[src/hw/rtl/fmm_pkg.sv]
// Package for the float matrix multiply engine: sizes, opcodes, FP helpers.
// Used by fmm_fpu.sv and float_matrix_multiply_engine.sv.
package fmm_pkg;
  localparam int MAX_DIM = 64;
  localparam int STORE_DEPTH = 4096;
  localparam int DIM_W = $clog2(MAX_DIM);
  localparam int ADDR_W = $clog2(STORE_DEPTH);
  localparam int CFG_W = 7;

  localparam logic [1:0] OP_WR_LEFT = 2'd0;
  localparam logic [1:0] OP_WR_RIGHT = 2'd1;
  localparam logic [1:0] OP_COMPUTE = 2'd2;

  localparam logic [1:0] REG_ROWS = 2'd0;
  localparam logic [1:0] REG_COLS = 2'd1;
  localparam logic [1:0] REG_INNER = 2'd2;
  localparam logic [1:0] REG_LAYOUT = 2'd3;

  localparam logic [31:0] QNAN = 32'h7FC00000;
  localparam logic [31:0] POS_ZERO = 32'h00000000;

  typedef struct packed {
    logic mul;
    logic add;
  } fpu_cmd_t;
endpackage

[src/hw/rtl/fmm_fpu.sv]
// Shared single-precision multiply / add unit, round to nearest even.
// Multi-cycle: start pulse, done pulse. Depends on fmm_pkg.
module fmm_fpu (
  input  logic              clk,
  input  logic              rst_n,
  input  fmm_pkg::fpu_cmd_t cmd,
  input  logic [31:0]       a,
  input  logic [31:0]       b,
  output logic              done,
  output logic [31:0]       res
);
  typedef enum logic [2:0] {S_IDLE, S_MUL, S_ALIGN, S_ADD, S_NORM, S_ROUND} st_t;
  st_t st_r;
  logic        sgn_r, sticky_r, op_sub_r;
  logic signed [10:0] exp_r;
  logic [49:0] man_r;
  logic [26:0] big_r, sml_r;
  logic [7:0]  sh_r;
  logic [31:0] res_r;
  logic        done_r;
  logic [23:0] ma, mb;
  logic [47:0] mprod;
  logic [7:0]  ea, eb;
  logic        a_nan, b_nan, a_inf, b_inf, a_zero, b_zero;
  logic [27:0] asum;
  logic [49:0] man_sh;
  logic [5:0]  lz;
  logic [26:0] sml_sh;
  logic        sml_st;
  logic [23:0] rm;
  logic        g, st_b, rup;
  logic [24:0] rsum;
  logic signed [10:0] rexp;
  logic [7:0]  dsh;
  logic [49:0] den;
  logic        den_st;

  assign done = done_r;
  assign res = res_r;
  assign ea = (a[30:23] == 8'd0) ? 8'd1 : a[30:23];
  assign eb = (b[30:23] == 8'd0) ? 8'd1 : b[30:23];
  assign ma = {a[30:23] != 8'd0, a[22:0]};
  assign mb = {b[30:23] != 8'd0, b[22:0]};
  assign mprod = ma * mb;
  assign a_nan = (a[30:23] == 8'hFF) && (a[22:0] != 23'd0);
  assign b_nan = (b[30:23] == 8'hFF) && (b[22:0] != 23'd0);
  assign a_inf = (a[30:23] == 8'hFF) && (a[22:0] == 23'd0);
  assign b_inf = (b[30:23] == 8'hFF) && (b[22:0] == 23'd0);
  assign a_zero = a[30:0] == 31'd0;
  assign b_zero = b[30:0] == 31'd0;

  always_comb begin
    lz = 6'd0;
    for (int i = 0; i < 50; i++) begin
      if (man_r[i]) lz = 6'(49 - i);
    end
    man_sh = man_r << lz;
    sml_sh = (sh_r >= 8'd27) ? 27'd0 : (sml_r >> sh_r);
    sml_st = (sh_r >= 8'd27) ? (sml_r != 27'd0)
           : ((sml_r & ((27'd1 << sh_r) - 27'd1)) != 27'd0);
    asum = op_sub_r ? ({1'b0, big_r} - {1'b0, sml_r}) : ({1'b0, big_r} + {1'b0, sml_r});
    // man_r[49] is the leading one after normalize; exponent of that bit = exp_r
    dsh = (exp_r < 11'sd1) ? ((exp_r < -11'sd30) ? 8'd31 : 8'(11'sd1 - exp_r)) : 8'd0;
    den = man_r >> dsh;
    den_st = (man_r & ((50'd1 << dsh) - 50'd1)) != 50'd0;
    rm = den[49:26];
    g = den[25];
    st_b = (den[24:0] != 25'd0) | den_st | sticky_r;
    rup = g & (st_b | rm[0]);
    rsum = {1'b0, rm} + {24'd0, rup};
    rexp = (dsh != 8'd0) ? (rsum[23] ? 11'sd1 : 11'sd0) : exp_r;
  end

  always_ff @(posedge clk) begin
    if (!rst_n) begin
      st_r <= S_IDLE;
      done_r <= 1'b0;
    end else begin
      done_r <= 1'b0;
      unique case (st_r)
        S_IDLE: begin
          if (cmd.mul) begin
            sgn_r <= a[31] ^ b[31];
            sticky_r <= 1'b0;
            if (a_nan || b_nan || (a_inf && b_zero) || (b_inf && a_zero)) begin
              res_r <= fmm_pkg::QNAN; done_r <= 1'b1;
            end else if (a_inf || b_inf) begin
              res_r <= {a[31] ^ b[31], 8'hFF, 23'd0}; done_r <= 1'b1;
            end else if (a_zero || b_zero) begin
              res_r <= {a[31] ^ b[31], 31'd0}; done_r <= 1'b1;
            end else begin
              man_r <= {mprod, 2'b0};
              exp_r <= 11'(signed'({3'b0, ea})) + 11'(signed'({3'b0, eb})) - 11'sd126;
              st_r <= S_MUL;
            end
          end else if (cmd.add) begin
            sticky_r <= 1'b0;
            if (a_nan || b_nan || (a_inf && b_inf && (a[31] != b[31]))) begin
              res_r <= fmm_pkg::QNAN; done_r <= 1'b1;
            end else if (a_inf) begin
              res_r <= a; done_r <= 1'b1;
            end else if (b_inf) begin
              res_r <= b; done_r <= 1'b1;
            end else if (a_zero && b_zero) begin
              res_r <= {a[31] & b[31], 31'd0}; done_r <= 1'b1;
            end else if (a_zero) begin
              res_r <= b; done_r <= 1'b1;
            end else if (b_zero) begin
              res_r <= a; done_r <= 1'b1;
            end else begin
              op_sub_r <= a[31] ^ b[31];
              if (a[30:0] >= b[30:0]) begin
                sgn_r <= a[31]; big_r <= {ma, 3'b0}; sml_r <= {mb, 3'b0};
                sh_r <= ea - eb; exp_r <= 11'(signed'({3'b0, ea})) + 11'sd1;
              end else begin
                sgn_r <= b[31]; big_r <= {mb, 3'b0}; sml_r <= {ma, 3'b0};
                sh_r <= eb - ea; exp_r <= 11'(signed'({3'b0, eb})) + 11'sd1;
              end
              st_r <= S_ALIGN;
            end
          end
        end
        S_MUL: st_r <= S_NORM;
        S_ALIGN: begin
          sml_r <= sml_sh;
          sticky_r <= sml_st;
          st_r <= S_ADD;
        end
        S_ADD: begin
          // sticky bit acts as a borrow below the lsb on subtraction
          if (asum == 28'd0 && !sticky_r) begin
            res_r <= 32'd0; done_r <= 1'b1; st_r <= S_IDLE;
          end else begin
            man_r <= {asum, 22'd0} - {49'd0, op_sub_r & sticky_r};
            st_r <= S_NORM;
          end
        end
        S_NORM: begin
          man_r <= man_sh;
          exp_r <= exp_r - 11'(signed'({5'b0, lz}));
          st_r <= S_ROUND;
        end
        default: begin
          if (rsum[24]) begin
            if (rexp + 11'sd1 >= 11'sd255) res_r <= {sgn_r, 8'hFF, 23'd0};
            else res_r <= {sgn_r, 8'(rexp + 11'sd1), rsum[23:1]};
          end else if (rexp >= 11'sd255) begin
            res_r <= {sgn_r, 8'hFF, 23'd0};
          end else begin
            res_r <= {sgn_r, (rsum[23] ? 8'(rexp) : 8'd0), rsum[22:0]};
          end
          done_r <= 1'b1;
          st_r <= S_IDLE;
        end
      endcase
    end
  end
endmodule

[config.mk]
export PLATFORM = sky130hd
export DESIGN_NAME = fmm_fpu
export DESIGN_NICKNAME = d
export VERILOG_FILES = /design/src/hw/rtl/fmm_pkg.sv /design/src/hw/rtl/fmm_fpu.sv
export SDC_FILE = /design/constraint.sdc
export NUM_CORES = 2
export LEC_CHECK = 0
export BUFFER_PORTS_ARGS = -buffer_cell sky130_fd_sc_hd__buf_4
export CAP_MARGIN = 0
export CORE_ASPECT_RATIO = 0.75
export CORE_MARGIN = 2
export CORE_UTILIZATION = 65
export DETAILED_ROUTE_END_ITERATION = 8
export PLACE_DENSITY = 0.79
export SETUP_SLACK_MARGIN = 0.3
export SLEW_MARGIN = 20
export SYNTH_ARGS = -nofsm -noshare
export SYNTH_HDL_FRONTEND = slang
export SYNTH_SLANG_ARGS = --single-unit
[constraint.sdc]
create_clock -name clk -period 9.7 [get_ports clk]
set_clock_uncertainty 0.15 [all_clocks]
set_input_delay 0.485 -clock clk [delete_from_list [all_inputs] [get_ports clk]]
set_output_delay 0.485 -clock clk [all_outputs]
set_load 0.1 [all_outputs]
==> summary.txt <==
status - complete, no violations
Hold Buf Count CTS - 0
Post-DP HPWL - 114.4 mm
Post-Place Worst Slack - 0.6047 ns
CTS tree - yes
core region area - 62470 µm²
vias in the first global route - 38480
Post-CTS Resized - 0
Post-CTS Setup Bufs - 0
clk sink count - 159
Critical Path AT - 9.08 ns
fin crit period - 8.931 ns
worst hold stages - 2
sequential-to-total area share from yosys stat - 11.46%
Final ANT Viol Nets - 0
row cnt - 79
die width - 295.1 µm
Filler cells - 5229
multi-input combinational cell area - 32760 µm²
Compound-Gate Fraction of Synth Area - 18.35%
DIE AREA - 65600 µm²
first-pass GRT wire length - 231.1 mm
Worst-path clk slew - 0.08 ns
Placed Area - 42180 µm²
vias post-DR - 39900
ratio of cells with drive above 1 in the final layout - 7.273%
grt ovf - 0
routability cong. - 1.073
root buf cell - clkbuf_16
initial antenna violation count - 4
Min-Delay Path Class - input port to flop
Post-synth top flop - edfxtp_1
YS warnings - 0
fmax - 112.0 MHz
routed metal-1 wire length - 59.13 mm
post-route cell area - 42800 µm²
worst hold path startpoint - rst_n
Post-synth EDFFs - 155
Yosys cell types - 109
fin crit share - 92.07%
CP endpoint kind - flop
DR WL met3 - 24.92 mm
initial core utilization - 66.12%
final setup margin - 0.7691 ns
cell count after synthesis - 5103
Clock Latency Late Sink - 0.48 ns
nets - 5761
Final Hold Violating Endpoints - 0
Max-cap violations - 0
largest family of logic cells by synthesized area - adder cells
leading cell types in the layout, fill and taps excluded - nand2_1 (645), inv_1 (630), fa_1 (486)
delay-heaviest family, CP - simple AND/OR/NAND/NOR gates
CP bufs+invs - 2
reg2reg end - res[22]
unrepaired setup endpoints after global routing - no
IO Port Bufs - 100
Iteration-0 DRC Markers - 6647
largest net degree at the start of global routing - 81
Synth Cell Area - 41300 µm²
Final Max Tran Viols - 0
H-tree level count - 4
setup violators final - 0
routed wl met2 - 60.33 mm
Setup CP Type - flop to flop
Critical Path RT - 9.85 ns
Crit path top cell by count - nor3_1
Tightest Pin Transition - 1.150 ns
Synth Register Bits - 159
Total GRT Usage - 46.03%
type of origin of the critical path - flop
drt drc - 0
routed len/inst - 26.10 µm
chip height - 222.3 µm
Top Ports - 101
Hold WS - 0.1288 ns
Slew headroom - 22.50%
r2r startpoint - exp_r[1]
CP peak stage delay - 0.73 ns
Adder-Cell Fraction of Synth Area - 32.58%
slowest stage cell, crit path - nor3_1
total negative slack - 0 ns
clock buffer depth - 2
Crit Path Max Fanout - 16
router iterations before antenna repair - 8
Total Wirelength - 150.7 mm
commonest non-fill, non-tap cell in the layout - nand2_1
asr flop ratio synth - 0%
Layout area overhead - 3.614%
Via density - 6.910
Hold Path End - st_r[2]
r2r setup slk - 0.77 ns
Reg2Reg Depth - 26
Num CTS Buffers - 17
Reg area - 4735 µm²
Avg Inst Size Synth - 8.094 µm²
post-synthesis xor/xnor area fraction - 3.426%
Syn Nets - 5955
Synth Area in Simple Gates - 18.68%
mux cell area share after synthesis - 6.025%
Top Layer Used - met5
==> stage by stage <==
| step | utilization, % | cells |
|---|---|---|
| floorplan | - | 5103 |
| global placement | 67.52 | 5740 |
| detailed placement | 67.52 | 5740 |
| CTS | 68.47 | 5772 |
| global route | 68.50 | 5773 |
| finish | 68.51 | 5774 |
==> cell type report <==
type                            count  share of cell area [%]
Inverter                          635                   5.570
Timing Repair Buffer              167                   2.929
Antenna cell                        2                 0.01169
Tap cell                          850                   2.485
Multi-Input combinational cell   3929                   76.56
Sequential cell                   159                   11.06
Clock inverter                     15                  0.3888
Clock buffer                       17                  0.9940
==> cells by family after synthesis <==
kind of cell    after synthesis
compound gates             1142
xor+xnor                    160
fa+ha+maj                   784
buf+inv                    1015
flops                       159
mux                         211
simple gates               1632
==> worst reg2reg max path: cells and delay by family (launching register included) <==
kind | cells | cell delay, ns
compound gates | 10 | 2.81
simple gates | 12 | 4.12
buf+inv | 2 | 0.53
flops | 1 | 0.58
fa+ha+maj | 2 | 0.58
==> cells in the mapped netlist (21+ instances only) <==
library cell,n,area (µm²)
nand2_1,645,2421
inv_1,630,2365
fa_1,486,9729
a21oi_1,339,1697
nor2_1,331,1242
ha_1,298,3729
clkbuf_1,297,1115
o21ai_0,183,915.9
and2_1,173,1082
edfxtp_1,155,4654
mux2i_1,144,1441
nor3_1,117,585.6
xnor2_1,111,972.2
nand3_1,91,455.4
o22ai_1,69,431.7
a21o_1,57,427.9
o211ai_1,53,397.9
nor4_1,52,325.3
a211oi_1,49,367.9
xor2_1,48,420.4
a31oi_1,44,275.3
mux2_2,41,461.7
buf_1,35,131.4
buf_2,33,165.2
nand4_1,33,206.5
nand2b_1,30,187.7
or3_1,30,187.7
mux4_2,26,585.6
nor2b_1,26,162.7
a221oi_1,24,210.2
a22oi_1,24,180.2
and3_1,22,137.6
o21a_1,22,165.2
o31ai_1,21,157.7
==> layer usage <==
metal / up-vias / GRT usage (%)
met5: - / 0
met4: 4 / 15.75
met3: 478 / 16.42
met2: 3237 / 63.88
met1: 19110 / 66.19
li1: 17070 / -
==> sequential cells by signal, indices dropped and copies added (netlist names) <==
name / cells
big_r: 24
done: 1
exp_r: 11
man_r: 50
op_sub_r: 1
res: 32
sgn_r: 1
sh_r: 8
sml_r: 27
st_r: 3
sticky_r: 1
==> worst max path at each step <==
stage	startpoint	endpoint	slack, ns	depth (start not counted)
detailed placement	b[27]	man_r[48]	0.60	26
finish	exp_r[1]	res[22]	0.77	26
global route	exp_r[1]	res[22]	0.41	27
floorplan	b[27]	man_r[48]	1.61	27
CTS	b[27]	man_r[48]	1.07	26
global placement	b[27]	man_r[48]	0.78	26
Power is not shown: default switching activity piles up to over one toggle a cycle in this logic, so the estimate is an artifact.
